**config.mk**
```make
export PLATFORM = sky130hd
export DESIGN_NAME = pds_div
export DESIGN_NICKNAME = d
export VERILOG_FILES = /design/src/pds_pkg.sv /design/src/pds_div.sv
export SDC_FILE = /design/constraint.sdc
export NUM_CORES = 1
export LEC_CHECK = 0
export BUFFER_PORTS_ARGS = -buffer_cell sky130_fd_sc_hd__buf_2
export CORE_MARGIN = 4
export CORE_UTILIZATION = 35
export CTS_CLUSTER_DIAMETER = 60
export CTS_CLUSTER_SIZE = 24
export DETAILED_ROUTE_END_ITERATION = 16
export HOLD_SLACK_MARGIN = 0.1
export PLACE_DENSITY = 0.55
export SLEW_MARGIN = 5
export SYNTH_ARGS = -nofsm -noshare
export SYNTH_HDL_FRONTEND = slang
export SYNTH_SLANG_ARGS = --single-unit
```
**constraint.sdc**
```tcl
create_clock -name i_clk -period 2.7 [get_ports i_clk]
set_input_delay 0.54 -clock i_clk [delete_from_list [all_inputs] [get_ports i_clk]]
set_output_delay 0.54 -clock i_clk [all_outputs]
set_load 0.02 [all_outputs]
```
**src/pds_pkg.sv**
```systemverilog
// Package for the polyline distance sampler: item kinds, status codes and widths.
// No dependencies.
`timescale 1ns / 1ps
package pds_pkg;
    typedef enum logic [1:0] {
        K_APPEND = 2'd0,
        K_QUERY  = 2'd1,
        K_CLEAR  = 2'd2,
        K_NONE   = 2'd3
    } t_kind;

    localparam logic [1:0] ST_NORMAL = 2'd0;
    localparam logic [1:0] ST_EMPTY  = 2'd1;
    localparam logic [1:0] ST_SINGLE = 2'd2;

    localparam int COORD_W = 24;
    localparam int TAN_W   = 16;
    localparam logic [31:0] LEN_SAT = 32'h7FFF_FFFF;
    localparam logic [17:0] ONE_Q14 = 18'd16384;
endpackage

```
**src/pds_div.sv**
```systemverilog
// Restoring divider: quotient of a 41-bit numerator by a 26-bit divisor, one bit a step.
// Depends on pds_pkg.
`timescale 1ns / 1ps
module pds_div (
    input  logic        i_clk,
    input  logic        i_rst_n,
    input  logic        i_start,
    input  logic [40:0] i_num,
    input  logic [25:0] i_den,
    output logic        o_done,
    output logic [40:0] o_quo
);
    import pds_pkg::*;

    logic        r_busy, r_done;
    logic [5:0]  r_cnt;
    logic [40:0] r_q;
    logic [26:0] r_rem;
    logic [25:0] r_den;
    logic [26:0] w_sh;
    assign w_sh = {r_rem[25:0], r_q[40]};

    always_ff @(posedge i_clk) begin
        if (!i_rst_n) begin
            r_busy <= 1'b0;
            r_done <= 1'b0;
        end else begin
            r_done <= 1'b0;
            if (i_start && !r_busy) begin
                r_busy <= 1'b1;
                r_q    <= i_num;
                r_den  <= i_den;
                r_rem  <= '0;
                r_cnt  <= 6'd40;
            end else if (r_busy) begin
                if (w_sh >= {1'b0, r_den}) begin
                    r_rem <= w_sh - {1'b0, r_den};
                    r_q   <= {r_q[39:0], 1'b1};
                end else begin
                    r_rem <= w_sh;
                    r_q   <= {r_q[39:0], 1'b0};
                end
                if (r_cnt == 6'd0) begin
                    r_busy <= 1'b0;
                    r_done <= 1'b1;
                end
                r_cnt <= r_cnt - 6'd1;
            end
        end
    end

    assign o_done = r_done;
    assign o_quo  = r_q;
endmodule

```
==> qor.yml <==
floorplan:
  core_area_sq_mm: 0.01589
  rows: 46
  io_pins: 112
  die-area_sq_mm: 0.01832
  die_height_um: 135.4
  initial_utilization: 0.3574
  fp.dieW_um: 135.4
logic_synthesis:
  syn_area_sq_mm: 0.005677
  synth_nets: 681
  async_flop_share: 0
  ys_warn_count: 0
  synth.distinct_cells: 52
  synth_edf_count: 99
  postSynthCellCount: 582
  synth_seq_area_share: 0.5307
  ys.flop_type: "edfxtp_1"
  ys_ff_latch: 101
  syn_area_per_cell_sq_um: 9.754
sta:
  whs_ns: 0.3525
  finalMaxSlewViolations: 0
  slew_headroom: 0.6591
  fmax_ghz: 0.3826
  hold_violations: 0
  tightest_slew_ns: 0.5060
  fin_crit_sh: 0.9680
  rsz0062_at_grt: "true"
  fin_setup_tns_ns: 0
  setup-violations-final: 0
  finalCriticalPeriod_ns: 2.614
  fin_skew_ns: 0.01239
clocking:
  insertion_delay_ns: 0.36
  cts_tree: "built"
  cts_buffers: 9
  clk_pin_slew_ns: 0.08
  cts.sinks: 101
  clockRootBuffer: "clkbuf_16"
  clk_path_buf_depth: 2
  cts_htree_levels: 3
  hold_buffers: 0
grt:
  grt_max_degree: 75
  grt_use_total: 0.1581
  grt_pass1_wl_um: 23450
  grt-ovfl-total: 0
  antenna_found_initial: 0
  grt_pass1_vias: 4828
drt:
  ant_nets: 0
  vias_per_cell: 4.997
  wl_um: 14400
  drc_errors: 0
  avgRoutedWirePerCell_um: 15.22
  drt_pass1_iterations: 4
  first_iter_violations: 253
  dr_total_vias: 4727
worst_setup_path:
  critPathTopFamily: "compound AO/OA/AOI/OAI gates"
  worst_path_largest_cell_delay_ns: 0.44
  worstPathCellList: "buf_4 > fa_2 > a21o_1 > a221oi_4 > o31ai_2 > o31ai_2 > a21oi_1 > xnor2_1 > a211oi_2"
  end_kind: "flip-flop"
  start_kind: "flip-flop"
  path_class: "reg2reg"
  cp.required_ns: 2.80
  cp.arrival_ns: 2.71
  cp_common_cell: "o31ai_2"
  cp.buffers_inverters: 1
  crit_fanout: 3
  slowest_stage: "edfxtp_1"
outcome:
  status: "finished clean"
final_layout:
  final_area_sq_mm: 0.007261
  final_common_cell: "nand2_1"
  antennaDiodeCount: 0
  multi_input_area_sq_mm: 0.002635
  most-common-layout-cells: "nand2_1 (165), buf_2 (111), edfxtp_1 (99)"
  ff_latch_area_sq_mm: 0.003013
  fill_cells: 1592
  drive_above_1_share: 0.2945
  syn2layout_area_growth_pct: 27.90
  nets: 824
hold_path:
  hp-class: "in2reg"
run:
  max_cap_violations: 0
placed_design:
  place_area_sq_mm: 0.006721
  numPortBuffers: 111
  hpwlAfterDp_um: 10160
  gp_congestion: 0.9128
power:
  ir_worst_vdd_mv: 0.3651
  p_leak_nw: 3.219
  p_per_area_mw_per_mm2: 627.0
  power_mw: 4.552
per-stage QoR:
step	utilization	setup slack [ns]	instances
2_1_floorplan	-	0.004759	582
3_3_place_gp	0.4231	-0.06204	925
3_5_place_dp	0.4231	-0.1087	925
4_1_cts	0.4442	0.006391	941
5_1_grt	0.4571	-0.06531	946
6_report	0.4571	0.08633	946
layout make-up:
cell class / instances / share of cell area
Inverter: 36 / 0.01861
Sequential cell: 101 / 0.4150
Multi-Input combinational cell: 423 / 0.3629
Clock inverter: 6 / 0.01051
Clock buffer: 10 / 0.03154
Timing Repair Buffer: 154 / 0.1242
Tap cell: 216 / 0.03722
power breakdown:
part	total (mW)	leakage, nW	switching [mW]	internal (mW)
sequential	1.96	0.961	0.0681	1.90
combinational	1.21	2.11	0.686	0.525
clock	1.38	0.150	0.641	0.737
timing repair:
item | in CTS | in global routing
resized for setup | 6 | 40
setup endpoints to repair | 6 | 26
setup buffers | 0 | 4
pin swaps | 7 | 23
cloned | 0 | 1
state kept, by name (all words and copies together) (netlist names):
signal	count
o_done	1
o_quo	41
r_busy	1
r_cnt	6
r_den	26
r_rem	26
cells in the mapped netlist (all sizes together), types with 7 or more instances:
library cell	number	area share
a21o	14	0.019
a211oi	8	0.011
nor2	24	0.016
nand3	14	0.012
nand2	165	0.11
o21a	9	0.012
buf	8	0.0082
ha	28	0.062
nor3	9	0.0079
inv	36	0.024
clkbuf	15	0.010
o21ai	21	0.019
a21oi	45	0.040
xnor2	9	0.014
edfxtp	99	0.52
nor2b	7	0.0077
path summary, 6_finish.rpt:
kind / from / to / slack [ns] / depth (start not counted)
worst max-delay path: r_rem[0] / r_rem[18] / 0.09 / 9
worst min-delay path: i_den[2] / r_den[2] / 0.35 / 1
worst min register to register: o_quo[36] / o_quo[37] / 0.55 / 2
worst max register to register: r_rem[0] / r_rem[18] / 0.09 / 9
routing by layer:
layer	wire length [um]	vias to the layer above	GRT usage
li1	-	2338	-
met1	6380	2226	0.1967
met2	6666	147	0.2575
met3	1172	16	0.06166
met4	178	0	0.04311
met5	0	-	0
kinds of logic after synthesis:
logic type / count (synthesis) / share of synthesized area
adders and majority gates: 29 / 0.06524
muxes: 2 / 0.003747
buffers and inverters: 59 / 0.04210
AOI/OAI and AO/OA: 125 / 0.1422
and+or+nand+nor: 253 / 0.1959
DFF: 101 / 0.5307
xor gates and xnor gates: 13 / 0.02006
(Power assumes the default switching activity.)
