File: src/pds_pkg.sv
// Package for the polyline distance sampler: item kinds, status codes and widths.
// No dependencies.
`timescale 1ns / 1ps
package pds_pkg;
    typedef enum logic [1:0] {
        K_APPEND = 2'd0,
        K_QUERY  = 2'd1,
        K_CLEAR  = 2'd2,
        K_NONE   = 2'd3
    } t_kind;

    localparam logic [1:0] ST_NORMAL = 2'd0;
    localparam logic [1:0] ST_EMPTY  = 2'd1;
    localparam logic [1:0] ST_SINGLE = 2'd2;

    localparam int COORD_W = 24;
    localparam int TAN_W   = 16;
    localparam logic [31:0] LEN_SAT = 32'h7FFF_FFFF;
    localparam logic [17:0] ONE_Q14 = 18'd16384;
endpackage

File: src/pds_seg.sv
// Segment length unit: rounded square root of dx*dx + dy*dy, one result bit a step.
// Depends on pds_pkg.
`timescale 1ns / 1ps
module pds_seg (
    input  logic        i_clk,
    input  logic        i_rst_n,
    input  logic        i_start,
    input  logic signed [24:0] i_dx,
    input  logic signed [24:0] i_dy,
    output logic        o_done,
    output logic [25:0] o_len
);
    import pds_pkg::*;

    typedef enum logic [1:0] {S_IDLE, S_SQ, S_ROOT, S_RND} t_state;

    t_state      r_state;
    logic [24:0] r_ax, r_ay;
    logic [51:0] r_n;
    logic [51:0] r_r;
    logic [51:0] r_bit;
    logic [25:0] r_len;
    logic        r_done;

    logic [49:0] w_sqx, w_sqy;
    assign w_sqx = r_ax * r_ax;
    assign w_sqy = r_ay * r_ay;

    logic [51:0] w_trial;
    assign w_trial = r_r + r_bit;

    always_ff @(posedge i_clk) begin
        if (!i_rst_n) begin
            r_state <= S_IDLE;
            r_done  <= 1'b0;
        end else begin
            r_done <= 1'b0;
            case (r_state)
                S_IDLE: begin
                    if (i_start) begin
                        r_ax    <= i_dx[24] ? 25'(-i_dx) : i_dx;
                        r_ay    <= i_dy[24] ? 25'(-i_dy) : i_dy;
                        r_state <= S_SQ;
                    end
                end
                S_SQ: begin
                    r_n     <= 52'(w_sqx) + 52'(w_sqy);
                    r_r     <= '0;
                    r_bit   <= 52'd1 << 50;
                    r_state <= S_ROOT;
                end
                S_ROOT: begin
                    if (r_n >= w_trial) begin
                        r_n <= r_n - w_trial;
                        r_r <= (r_r >> 1) + r_bit;
                    end else begin
                        r_r <= r_r >> 1;
                    end
                    r_bit <= r_bit >> 2;
                    if (r_bit == 52'd1) r_state <= S_RND;
                end
                S_RND: begin
                    // n now holds s - r*r.
                    r_len   <= (r_n > r_r) ? 26'(r_r + 52'd1) : 26'(r_r);
                    r_done  <= 1'b1;
                    r_state <= S_IDLE;
                end
                default: r_state <= S_IDLE;
            endcase
        end
    end

    assign o_done = r_done;
    assign o_len  = r_len;

    property p_done_pulse;
        @(posedge i_clk) disable iff (!i_rst_n) r_done |=> !r_done;
    endproperty
    a_done_pulse: assert property (p_done_pulse) else $error("done held");
    property p_done_from_rnd;
        @(posedge i_clk) disable iff (!i_rst_n) r_done |-> $past(r_state) == S_RND;
    endproperty
    a_done_from_rnd: assert property (p_done_from_rnd) else $error("stray done");
    property p_root_width;
        @(posedge i_clk) disable iff (!i_rst_n) r_state == S_ROOT |-> $onehot(r_bit);
    endproperty
    a_root_width: assert property (p_root_width) else $error("bad bit");
endmodule

File: config.mk
export PLATFORM = sky130hd
export DESIGN_NAME = pds_seg
export DESIGN_NICKNAME = d
export VERILOG_FILES = /design/src/pds_pkg.sv /design/src/pds_seg.sv
export SDC_FILE = /design/constraint.sdc
export NUM_CORES = 2
export LEC_CHECK = 0
export BUFFER_PORTS_ARGS = -buffer_cell sky130_fd_sc_hd__buf_2
export CAP_MARGIN = 10
export CORE_UTILIZATION = 43
export DETAILED_ROUTE_END_ITERATION = 16
export PLACE_DENSITY_LB_ADDON = 0.12
export SYNTH_ARGS = -nofsm -noshare
export SYNTH_HDL_FRONTEND = slang
export SYNTH_SLANG_ARGS = --single-unit
export TNS_END_PERCENT = 1
File: constraint.sdc
create_clock -name i_clk -period 11.3 [get_ports i_clk]
set_input_delay 1.695 -clock i_clk [delete_from_list [all_inputs] [get_ports i_clk]]
set_output_delay 1.695 -clock i_clk [all_outputs]
set_load 0.05 [all_outputs]
==> flow_summary.rst <==
.. list-table::
   :header-rows: 1

   * - Metric
     - Value
   * - Result of the run
     - finished clean
   * - Layout cell share with drive strength beyond 1
     - 0.0383
   * - Maximum cell stage delay along the critical path
     - 0.98 ns
   * - Number of optimization iterations in the first detailed-route pass
     - 6
   * - Number of synthesized register bits
     - 209
   * - Setup crit start kind
     - flop
   * - Clock tree root driver cell
     - clkbuf_16
   * - Capture point of the worst reg-to-reg path
     - r_n[47]
   * - Total nets after synthesis
     - 7301
   * - Height of the die
     - 353 um
   * - R2R depth
     - 28
   * - Crit path DAT
     - 10.01 ns
   * - Number of clock buffers inserted by TritonCTS
     - 29
   * - Maximum number of pins on one net before global-route repair
     - 92
   * - Count of input and output buffers
     - 79
   * - Buffering stage count on the worst path with inverters included
     - 7
   * - Leading post-synthesis cells by instance count
     - inv_1, fa_1, ha_1
   * - Vias per std cell
     - 5.14
   * - Overall overflow remaining after global route
     - 0
   * - Crit path capture type
     - flop
   * - Setup clock skew after layout
     - 0.0228 ns
   * - Most Frequent Cell on Critical Path
     - fa_1
   * - Unrepaired setup endpoints after global routing
     - false
   * - Dominant cells by area after synthesis
     - fa_1, ha_1, edfxtp_1
   * - Max-Cap Viols
     - 0
   * - Largest family of logic cells by synthesized area
     - adder cells
   * - Depth of the critical timing path with buffers and inverters included
     - 28
   * - Number of antenna violations at the first check in global routing
     - 4
   * - Compound-cell area share of the yosys netlist
     - 0.0854
   * - Number of enable-type register cells in the synthesized netlist
     - 206
   * - Number of instances in the synthesized netlist
     - 5671
   * - Critical path destination
     - r_n[47]
   * - Proportion of synthesized area in mux cells
     - 0.00442
   * - Mean Syn Cell Area
     - 9.33 sq um
   * - Data required, critical path
     - 11.78 ns
   * - Cell type with the largest total area after synthesis
     - fa_1
   * - Number of nets with antenna violations after detailed routing
     - 0
   * - RePlAce Congestion
     - 0.948
   * - Final period utilization
     - 0.844
   * - Worst reg2reg startpoint
     - r_ax[20]
   * - Total placed cells including tap cells
     - 7241
   * - Proportion of synthesized chip area in sequential cells
     - 0.118
   * - Hold_buf cts
     - 0
   * - Wire length of the first global-routing pass
     - 233000 um
   * - Portion of synthesized cell area occupied by the leading cell type
     - 0.392
   * - Final wirelength
     - 147000 um
   * - CTS H-tree depth
     - 1
   * - Total Nets Final
     - 7278
   * - Number of rows created at floorplan
     - 128
   * - Antenna Diode Count
     - 0
   * - Die Wd
     - 353 um
   * - Sequential cell area
     - 0.00625 sq mm
   * - Achievable frequency
     - 0.105 GHz
   * - Count of pins on the block boundary
     - 80
   * - Kind of critical path
     - flop to flop
   * - Worst skew pair latency
     - 0.65 ns
   * - Cell type group with the largest total delay on the critical path
     - adder cells
   * - Highest fanout seen on the critical path
     - 21
   * - Rel. slew slack
     - 0.243
   * - Number of DRC violations after detailed routing
     - 0
   * - Critical Path Slowest Stage Cell
     - edfxtp_1
   * - R2R setup slack
     - 1.77 ns
   * - Post-synthesis to final-layout area growth
     - 5.86%
   * - Main flop type after synthesis
     - edfxtp_1
   * - Clock tree from TritonCTS
     - built
   * - Gr usage total
     - 0.243
   * - Longest Clk Path Bufs
     - 3
   * - Measured slew at the worst slew-check pin
     - 1.14 ns
   * - Vias
     - 37489
   * - Hpwl dp
     - 123000 um
   * - Number of max-slew violations in the final report
     - 0
   * - Synthesized cell area
     - 0.0529 sq mm
   * - Post-layout min period
     - 9.53 ns
   * - CTS clk-pin slew, worst paths
     - 0.06 ns
   * - Setup Buffers After CTS
     - 0
   * - Hold crit path type
     - flop to flop
   * - Final number of setup-violating endpoints
     - 0
   * - Setup_tns
     - 0 ns
   * - Area of the multi-input gates
     - 0.0407 sq mm
   * - Violation count after the first detailed-route iteration
     - 2002
   * - Number of cells upsized or downsized after cts
     - 0
   * - Number of clock sinks seen by CTS
     - 209
   * - Area fraction in and, or, nand and nor cells after synthesis
     - 0.118
   * - Unique masters post-synth
     - 77
   * - Worst setup startpoint
     - r_ax[20]
   * - Warnings from Yosys
     - 0
   * - Share of synthesized cell area in full adder, half adder and majority cells
     - 0.520
   * - Fill cells
     - 11977
   * - Fraction of registers with async set or reset after synthesis
     - 0
   * - Effective utilization at floorplan
     - 0.434
   * - Vias in the first global route
     - 40890
   * - Number of cells in the finished layout apart from fillers
     - 7294
   * - Fraction of synthesized cell area in xor and xnor cells
     - 0.0404
   * - Hold violation total from the final report
     - 0
   * - Area of the core region
     - 0.122 sq mm
   * - Area of the die
     - 0.124 sq mm
   * - Cell with the most instances after synthesis
     - inv_1
   * - Avg WL per Cell
     - 20.1 um
-- sequential cells by signal (all words and copies together), names as in the netlist --
| name | count |
|---|---|
| o_len | 26 |
| r_ax | 25 |
| r_state | 2 |
| o_done | 1 |
| r_bit | 26 |
| r_r | 52 |
| r_ay | 25 |
| r_n | 52 |
-- final cells by class --
cell class                 instances  share of cell area
clock buffer                      33              0.0132
clock inverter                    19             0.00415
inverter                        1417              0.0949
multi-input combinational       3864               0.726
sequential                       209               0.111
tap                             1625              0.0363
timing repair buffer             127              0.0138
-- how the worst min path moves through the flow --
stage | endpoint | depth (start not counted) | from | slack, ns
global placement | r_state[0] | 2 | r_state[0] | 0.58
detailed placement | r_state[0] | 2 | r_state[0] | 0.59
global route | r_state[0] | 2 | r_state[0] | 0.63
floorplan | r_state[0] | 2 | r_state[0] | 0.50
CTS | r_state[0] | 2 | r_state[0] | 0.59
finish | r_state[0] | 2 | r_state[0] | 0.59
-- worst register-to-register path: cells and delay by family, from the launching register on --
kind	cells	cell delay [ns]
compound gates	8	1.56
flops	1	0.98
buf+inv	7	0.70
simple gates	3	1.25
fa+ha+maj	10	4.88
-- kinds of logic (layout without fill, tap and decap cells) --
kind of cell    Yosys count  in the layout
fa+ha+maj              1577           1577
simple gates           1295           1295
xor+xnor                244            244
flops                   209            209
buf+inv                1598           1596
mux                      23             23
compound gates          725            725
-- placed cells by master, fill, tap and decap left out, types with 14 or more instances in the layout --
cell type | Yosys | routed
and2_1 | 284 | 283
a21oi_1 | 206 | 206
fa_1 | 1036 | 1036
and3_1 | 19 | 18
o21bai_1 | 26 | 26
nand4_1 | 39 | 39
nor4_1 | 14 | 14
nand3_1 | 45 | 45
nor3_1 | 30 | 30
inv_1 | 1415 | 1415
o21ai_0 | 169 | 169
clkbuf_16 | 0 | 29
nor2_1 | 201 | 201
edfxtp_1 | 206 | 206
nand2b_1 | 25 | 25
nor2b_1 | 20 | 20
o31ai_1 | 25 | 25
nand2_1 | 536 | 535
a21o_1 | 74 | 74
ha_1 | 541 | 540
o21a_1 | 14 | 14
xor2_1 | 85 | 85
a31oi_1 | 69 | 69
buf_4 | 0 | 47
buf_2 | 6 | 79
mux2i_1 | 20 | 20
xnor2_1 | 159 | 159
a211oi_1 | 38 | 38
or3_1 | 25 | 25
-- routing by layer --
| metal | routed length (um) | global-route usage |
|---|---|---|
| met1 | 62300 | 0.311 |
| met2 | 73400 | 0.429 |
| met3 | 5090 | 0.0212 |
| met4 | 5940 | 0.0823 |
| met5 | 0 | 0 |
-- through the flow --
| step | setup slack, ns | util | area, sq um | hold WS, ns |
|---|---|---|---|---|
| 2_1_floorplan | 3.20 | - | 52900 | 0.495 |
| 3_3_place_gp | 1.91 | 0.451 | 55000 | 0.582 |
| 3_5_place_dp | 1.79 | 0.451 | 55000 | 0.587 |
| 4_1_cts | 1.75 | 0.459 | 56000 | 0.593 |
| 5_1_grt | 1.22 | 0.460 | 56000 | 0.634 |
| 6_report | 1.77 | 0.460 | 56000 | 0.591 |
Power is not shown: default switching activity piles up to over one toggle a cycle in this logic, so the estimate is an artifact.
